$ cat src/sv/swm_pkg.sv
// Package for the sliding window maximum block.
// Holds the configuration register map and its fixed widths; no dependencies.
`default_nettype none

package swm_pkg;

  localparam int unsigned CFG_ADDR_W = 2;
  localparam int unsigned CFG_DATA_W = 32;
  localparam int unsigned WS_W       = 7;

  localparam logic [CFG_ADDR_W-1:0] REG_WINDOW_SIZE = 2'd0;
  localparam logic [WS_W-1:0]       WS_RESET        = 7'd4;

endpackage

`default_nettype wire

$ cat src/sv/sliding_window_maximum_top.sv
// Sliding window maximum: monotonic candidate deque held in one synchronous memory.
// Depends on swm_pkg for the register map.
//
// Input channel (in_valid_i / in_stall_o) carries one sample item with a
// sequence_start flag that clears the window before that sample. Output
// channel (out_valid_o / out_stall_i) carries window_max once window_size
// samples of the current sequence have arrived. window_size is written over
// the APB port at byte address 0, by the user only while idle (the block does
// not enforce this); 0 acts as 1, values above MAX_WINDOW act as MAX_WINDOW.
// An item is taken only in the idle state. It then passes through tail
// reads and compares that drop candidates not greater than it, head reads
// and compares that evict candidates that have left the window, and the
// append state, with in_stall_o high throughout; each sample is dropped or
// evicted once at most. The result is
// registered at the end of the append cycle and shows when in_stall_o drops.
// Reset clears the counters and pointers; the memory is not cleared. A
// stalled result stays in the output register while the next item is
// processed; a second result then holds in_stall_o high until it leaves.
`default_nettype none

module sliding_window_maximum_top
  import swm_pkg::*;
#(
  parameter int unsigned MAX_WINDOW   = 64,
  parameter int unsigned SAMPLE_WIDTH = 32
) (
  input  wire logic                           clk_i,
  input  wire logic                           rst_ni,
  input  wire logic                           in_valid_i,
  output logic                                in_stall_o,
  input  wire logic signed [SAMPLE_WIDTH-1:0] sample_value_i,
  input  wire logic                           sequence_start_i,
  output logic                                out_valid_o,
  input  wire logic                           out_stall_i,
  output logic signed [SAMPLE_WIDTH-1:0]      window_max_o,
  input  wire logic                           psel,
  input  wire logic                           penable,
  input  wire logic                           pwrite,
  input  wire logic [CFG_ADDR_W-1:0]          paddr,
  input  wire logic [CFG_DATA_W-1:0]          pwdata,
  output logic [CFG_DATA_W-1:0]               prdata,
  output logic                                pready
);

  localparam int unsigned AW   = (MAX_WINDOW > 1) ? $clog2(MAX_WINDOW) : 1;
  localparam int unsigned CW   = $clog2(MAX_WINDOW + 1);
  localparam int unsigned PW   = $clog2(2 * MAX_WINDOW);
  localparam int unsigned WW   = (CW > WS_W) ? CW : WS_W;
  localparam int unsigned CMPW = (PW > WW) ? PW : WW;
  localparam int unsigned EW   = SAMPLE_WIDTH + PW;

  typedef enum logic [2:0] {
    ST_IDLE,
    ST_TAIL_RD,
    ST_TAIL_CMP,
    ST_HEAD_RD,
    ST_HEAD_CMP,
    ST_APPEND,
    ST_WAIT
  } state_e;

  state_e                         state_q;
  logic [WS_W-1:0]                ws_q;
  logic [AW-1:0]                  head_q, tail_q;
  logic [CW-1:0]                  count_q;
  logic [PW-1:0]                  pos_q;
  logic [CW-1:0]                  fill_q;
  logic signed [SAMPLE_WIDTH-1:0] sample_q;
  logic signed [SAMPLE_WIDTH-1:0] head_val_q;
  logic                           out_valid_q;
  logic signed [SAMPLE_WIDTH-1:0] out_data_q;

  logic [EW-1:0] mem [MAX_WINDOW];
  logic [EW-1:0] rdata_q;
  logic [AW-1:0] rd_addr;
  logic          wr_en;

  logic [AW-1:0]                  tail_prev, head_next, tail_next;
  logic [WW-1:0]                  ws_ext, win;
  logic signed [SAMPLE_WIDTH-1:0] cand_val;
  logic [PW-1:0]                  cand_pos;
  logic [PW:0]                    diff;
  logic [PW-1:0]                  age;
  logic                           evict;
  logic [CW-1:0]                  fill_next;
  logic                           emit;
  logic                           out_free;
  logic                           load_out;
  logic [PW-1:0]                  pos_next;

  // Register port
  assign pready = 1'b1;
  assign prdata = (paddr == REG_WINDOW_SIZE) ? CFG_DATA_W'(ws_q) : '0;

  // Pointer arithmetic with wrap at MAX_WINDOW
  assign tail_prev = (tail_q == '0) ? AW'(MAX_WINDOW - 1) : tail_q - AW'(1);
  assign tail_next = (tail_q == AW'(MAX_WINDOW - 1)) ? '0 : tail_q + AW'(1);
  assign head_next = (head_q == AW'(MAX_WINDOW - 1)) ? '0 : head_q + AW'(1);
  assign pos_next  = (pos_q == PW'(2 * MAX_WINDOW - 1)) ? '0 : pos_q + PW'(1);

  assign ws_ext = WW'(ws_q);
  assign win    = (ws_q == '0) ? WW'(1) :
                  (ws_ext > WW'(MAX_WINDOW)) ? WW'(MAX_WINDOW) : ws_ext;

  assign cand_val = rdata_q[SAMPLE_WIDTH-1:0];
  assign cand_pos = rdata_q[EW-1:SAMPLE_WIDTH];

  // Age modulo twice the window depth
  always_comb begin
    diff = {1'b0, pos_q} - {1'b0, cand_pos};
    if (diff[PW]) begin
      diff = diff + (PW+1)'(2 * MAX_WINDOW);
    end
    age = diff[PW-1:0];
  end

  assign evict     = CMPW'(age) >= CMPW'(win);
  assign fill_next = (fill_q == CW'(MAX_WINDOW)) ? fill_q : fill_q + CW'(1);
  assign emit      = WW'(fill_next) >= win;
  assign out_free  = !out_valid_q || !out_stall_i;
  assign load_out  = (((state_q == ST_APPEND) && emit) || (state_q == ST_WAIT)) && out_free;

  assign rd_addr = (state_q == ST_TAIL_RD) ? tail_prev : head_q;
  assign wr_en   = (state_q == ST_APPEND);

  // Candidate memory: one write port, one registered read port
  always_ff @(posedge clk_i) begin
    if (wr_en) begin
      mem[tail_q] <= {pos_q, sample_q};
    end
    rdata_q <= mem[rd_addr];
  end

  always_ff @(posedge clk_i or negedge rst_ni) begin
    if (!rst_ni) begin
      state_q     <= ST_IDLE;
      ws_q        <= WS_RESET;
      head_q      <= '0;
      tail_q      <= '0;
      count_q     <= '0;
      pos_q       <= '0;
      fill_q      <= '0;
      sample_q    <= '0;
      head_val_q  <= '0;
      out_valid_q <= 1'b0;
      out_data_q  <= '0;
    end else begin
      if (psel && penable && pwrite && pready && (paddr == REG_WINDOW_SIZE)) begin
        ws_q <= pwdata[WS_W-1:0];
      end
      if (load_out) begin
        out_valid_q <= 1'b1;
        out_data_q  <= head_val_q;
      end else if (out_valid_q && !out_stall_i) begin
        out_valid_q <= 1'b0;
      end
      case (state_q)
        ST_IDLE: begin
          if (in_valid_i) begin
            sample_q <= sample_value_i;
            if (sequence_start_i) begin
              head_q  <= '0;
              tail_q  <= '0;
              count_q <= '0;
              pos_q   <= '0;
              fill_q  <= '0;
            end
            state_q <= ST_TAIL_RD;
          end
        end
        ST_TAIL_RD: begin
          state_q <= (count_q == '0) ? ST_HEAD_RD : ST_TAIL_CMP;
        end
        ST_TAIL_CMP: begin
          if (cand_val <= sample_q) begin
            tail_q  <= tail_prev;
            count_q <= count_q - CW'(1);
            state_q <= ST_TAIL_RD;
          end else begin
            state_q <= ST_HEAD_RD;
          end
        end
        ST_HEAD_RD: begin
          if (count_q == '0) begin
            head_val_q <= sample_q;
            state_q    <= ST_APPEND;
          end else begin
            state_q <= ST_HEAD_CMP;
          end
        end
        ST_HEAD_CMP: begin
          if (evict) begin
            head_q  <= head_next;
            count_q <= count_q - CW'(1);
            state_q <= ST_HEAD_RD;
          end else begin
            head_val_q <= cand_val;
            state_q    <= ST_APPEND;
          end
        end
        ST_APPEND: begin
          tail_q  <= tail_next;
          count_q <= count_q + CW'(1);
          pos_q   <= pos_next;
          fill_q  <= fill_next;
          if (emit && !out_free) begin
            state_q <= ST_WAIT;
          end else begin
            state_q <= ST_IDLE;
          end
        end
        ST_WAIT: begin
          if (out_free) begin
            state_q <= ST_IDLE;
          end
        end
        default: begin
          state_q <= ST_IDLE;
        end
      endcase
    end
  end

  assign in_stall_o   = (state_q != ST_IDLE);
  assign out_valid_o  = out_valid_q;
  assign window_max_o = out_data_q;

endmodule

`default_nettype wire

$ cat config.mk
export PLATFORM = sky130hd
export DESIGN_NAME = sliding_window_maximum_top
export DESIGN_NICKNAME = d
export VERILOG_FILES = /design/src/sv/swm_pkg.sv /design/src/sv/sliding_window_maximum_top.sv
export SDC_FILE = /design/constraint.sdc
export NUM_CORES = 2
export LEC_CHECK = 0
export BUFFER_PORTS_ARGS = -buffer_cell sky130_fd_sc_hd__buf_2
export CAP_MARGIN = 15
export CORE_ASPECT_RATIO = 0.7
export CORE_MARGIN = 10
export CORE_UTILIZATION = 44
export DETAILED_ROUTE_END_ITERATION = 7
export SYNTH_ARGS = -nofsm -noshare
export SYNTH_HDL_FRONTEND = slang
export SYNTH_SLANG_ARGS = --single-unit
$ cat constraint.sdc
create_clock -name clk_i -period 4.31 [get_ports clk_i]
set_clock_uncertainty 0.15 [all_clocks]
set_input_delay 0.6465 -clock clk_i [delete_from_list [all_inputs] [get_ports clk_i]]
set_output_delay 0.6465 -clock clk_i [all_outputs]
set_load 0.05 [all_outputs]
==> parameters.txt <==
Parameter                              Value

Cells and area
  Combined area of the multi-input logic cells ... 26000 um^2
  Post-Layout Cell Count ... 12200
  Final net count ... 8882
  Share of final-layout standard cells stronger than drive strength 1 ... 13.1%
  Fillers ... 20400
  Final cell utilization of the core ... 50.9%
  Synth-to-layout area growth ... 15.0%
  Non-Filler Cell Area, Final ... 123000 um^2
  Flip-flop and latch area ... 79300 um^2

Worst setup path
  Highest net fanout along the worst path ... 19
  R2r startpoint ... tail_q[0]
  Endpoint arrival time on the critical path ... 5.00 ns
  Startpoint Class ... register
  Reg-to-reg slack, setup ... -0.03 ns
  Kind of end point of the critical path ... register
  Required time at the endpoint of the critical path ... 4.97 ns
  Depth of the most critical reg-to-reg path ... 13
  Worst Path Class, Setup ... register to register
  Reg-to-reg endpoint ... rdata_q[34]

Logic synthesis
  Fraction of synthesis flops using an asynchronous set or reset pin ... 5.23%
  Simple-Gate Fraction of Synth Area ... 15.8%
  Number of warnings printed during yosys synthesis ... 0
  Multiplexer area fraction after synthesis ... 0.440%
  Cell area after synthesis ... 107000 um^2
  Count of state elements after synthesis ... 2675
  Top cells by area in the synthesized netlist ... sky130_fd_sc_hd__edfxtp_1 70%, sky130_fd_sc_hd__nand2_1 9.0%, sky130_fd_sc_hd__nand3_1 3.4%, sky130_fd_sc_hd__dfrtp_1 3.2%, sky130_fd_sc_hd__and3_1 2.3%
  Count of mapped cells out of synthesis ... 8398
  Per-instance average area after synthesis ... 12.8 um^2
  Post-synthesis adder-cell area fraction ... 0.785%
  Number of synthesized flops with an enable pin ... 2496
  Count of cell types in the netlist ... 68
  Yosys top cell area share ... 69.9%
  Leading cell type by number of instances after synthesis ... sky130_fd_sc_hd__nand2_1
  Sequential area share after synthesis ... 73.9%
  Area leader, netlist ... sky130_fd_sc_hd__edfxtp_1
  Top flip-flop cell by instance count after synthesis ... sky130_fd_sc_hd__edfxtp_1
  XOR/XNOR share of the synthesized area ... 0.139%
  Dominant combinational cell family by area after synthesis ... simple AND/OR/NAND/NOR gates
  Compound-Gate Fraction of Synth Area ... 6.35%
  Leading cell types by count after synthesis ... 2580 x sky130_fd_sc_hd__nand2_1, 2496 x sky130_fd_sc_hd__edfxtp_1, 726 x sky130_fd_sc_hd__nand3_1

Timing
  Crit path setup slack, layout ... -0.0311 ns
  Final setup violation count ... 1
  F_max ... 230 MHz
  Worst-Margin Slew ... 1.24 ns
  Final Hold Fails ... 0
  Max_slew headroom ... 17.1%
  Final worst path period share ... 101%
  Summed negative setup slack over all endpoints ... -0.0311 ns
  Post-layout minimum cycle time ... 4.34 ns
  Final Hold Slack ... 0.147 ns
  Max-slew violation total from the final report ... 0

CTS
  H-tree depth ... 4
  CTS Root Buffer Type ... sky130_fd_sc_hd__clkbuf_16
  Inserted Clock Buffers ... 244
  TritonCTS clock tree ... yes
  Worst-case clock buffer depth ... 4
  Clock insertion delay at the later pin of the skew report ... 0.92 ns
  Reg clk slew, reported paths ... 0.07 ns
  TritonCTS Sinks ... 2675

Floorplanning
  Rows ... 151
  Die extent in x ... 610 um
  Starting density of the core ... 44.2%
  Area of the die ... 264000 um^2
  Floorplan Core Area ... 242000 um^2
  Die Height ... 433 um
  Top Ports ... 141

Status
  Violations in the final reports ... setup timing
  Run status ... finished, violations left

GRT
  Initial antenna violation count ... 23
  Largest net degree at the start of global routing ... 89
  Vias in the first global route ... 66400
  Global-route wire length before repair ... 470000 um
  Grt total ovfl ... 0
  Combined global-route utilization of all metal layers ... 24.0%

Route
  Iteration-0 DRC count of the detailed router ... 10100
  DR vias ... 71400
  Post-detailed-routing wire length ... 329000 um
  Routed wire length per instance ... 27.1 um
  Number of DRC violations after detailed routing ... 0
  Drt first pass iters ... 6
  ANT nets after route ... 0
  Number of vias per cell ... 5.87

Placed design
  Count of input and output buffers ... 89
  Detailed-placement wirelength estimate ... 188000 um
  GPL Wtd Cong ... 0.859
  # placed instances ... 11700
  Instance area after placement ... 115000 um^2

Pwr
  IR Drop Worst-Case VDD ... 0.731 mV
  Power density over the cells ... 841 nW/um^2
  Leakage power total ... 0.0439 uW

Worst hold path
  Endpoint, Worst Hold ... count_q[6]
  Hold Path Stages ... 4
  Launch instance of the worst min-delay path ... sequence_start_i
  Worst hold path class ... input port to register

Job
  # Max-Cap Violations ... 0
==> worst max path at each step <==
stage,from,endpoint,depth (start not counted)
after floorplan,state_q[0],mem[63][0],8
after global placement,tail_q[0],rdata_q[34],15
after detailed placement,tail_q[0],rdata_q[34],15
after CTS,tail_q[0],rdata_q[34],15
after global routing,tail_q[0],rdata_q[34],13
final,tail_q[0],rdata_q[34],13
==> logic make-up after synthesis <==
family	count (synthesis)
buf+inv	638
simple gates	3941
xor+xnor	17
flops	2675
mux	42
fa+ha+maj	66
other cells	2
compound gates	1017
==> state kept, by name, indices dropped and copies added, names as in the netlist <==
signal        cells
mem            2496
rdata_q          39
head_val_q       32
sample_q         32
window_max_o     32
count_q           7
fill_q            7
pos_q             7
ws_ext            7
head_q            6
tail_q            6
state_q           3
out_valid_o       1
==> worst max-delay path: stages, from the launching register on <==
cell,delay (ns)
sky130_fd_sc_hd__dfrtp_1,0.38
sky130_fd_sc_hd__inv_1,0.11
sky130_fd_sc_hd__buf_4,0.13
sky130_fd_sc_hd__ha_1,0.28
sky130_fd_sc_hd__nor2_1,0.08
sky130_fd_sc_hd__o31a_1,0.26
sky130_fd_sc_hd__o31a_1,0.35
sky130_fd_sc_hd__or3_2,0.50
sky130_fd_sc_hd__buf_12,0.19
sky130_fd_sc_hd__o32ai_1,1.07
sky130_fd_sc_hd__a2111oi_2,0.16
sky130_fd_sc_hd__buf_4,0.24
sky130_fd_sc_hd__and3_1,0.17
sky130_fd_sc_hd__buf_4,0.12
==> final cells by class <==
type | count | share of cell area, %
diodes | 8 | 0.0162
clock inverters | 135 | 0.902
well taps | 3213 | 3.26
inverters | 57 | 0.174
multi-input cells | 5110 | 21.1
clock buffers | 309 | 5.27
repair buffers | 654 | 4.97
flip-flops and latches | 2675 | 64.3
==> through the flow <==
stage	setup slack, ns	total power [uW]
after floorplan	0.0385	59900
after global placement	-0.167	80700
after detailed placement	-0.0813	81500
after CTS	0.0449	103000
after global routing	-0.0714	108000
final	-0.0311	104000
==> metal layers <==
layer	routed length (um)	share of wire [%]	track usage [%]	vias up
li1	-	-	-	31400
met1	143000	43	36.8	35800
met2	133000	40	33.1	3797
met3	44500	14	7.15	425
met4	8780	2.7	6.23	2
met5	13	0.0039	0	-
==> placed cells by master (no fill, tap or decap), types with 102 or more instances in the layout <==
| master | netlist | layout |
|---|---|---|
| sky130_fd_sc_hd__a21oi_1 | 212 | 211 |
| sky130_fd_sc_hd__a311oi_1 | 118 | 118 |
| sky130_fd_sc_hd__a31oi_1 | 276 | 275 |
| sky130_fd_sc_hd__and3_1 | 392 | 392 |
| sky130_fd_sc_hd__buf_12 | 0 | 106 |
| sky130_fd_sc_hd__buf_4 | 36 | 417 |
| sky130_fd_sc_hd__clkbuf_16 | 0 | 246 |
| sky130_fd_sc_hd__edfxtp_1 | 2496 | 2496 |
| sky130_fd_sc_hd__nand2_1 | 2580 | 2576 |
| sky130_fd_sc_hd__nand3_1 | 726 | 726 |
| sky130_fd_sc_hd__nor2_1 | 172 | 102 |
| sky130_fd_sc_hd__o21ai_0 | 151 | 150 |
==> what timing repair did <==
| action | in CTS | in global routing |
|---|---|---|
| pin swaps | 0 | 1 |
| cloned | 0 | 1 |
| resized for setup | 3 | 7 |
| endpoints found under the hold margin | 127 | 0 |
| buffers inserted | 0 | 11 |
| hold buffers | 42 | 0 |
| endpoints found under the setup margin | 3 | 51 |
==> where the power goes <==
group	leakage, uW	internal, uW	switching [uW]
Clock	0.00376	11700	9580
Combinational	0.0154	15000	33800
Sequential	0.0247	32500	1020
Total	0.0439	59200	44400
No activity file was read; power rests on OpenSTA's default activity.
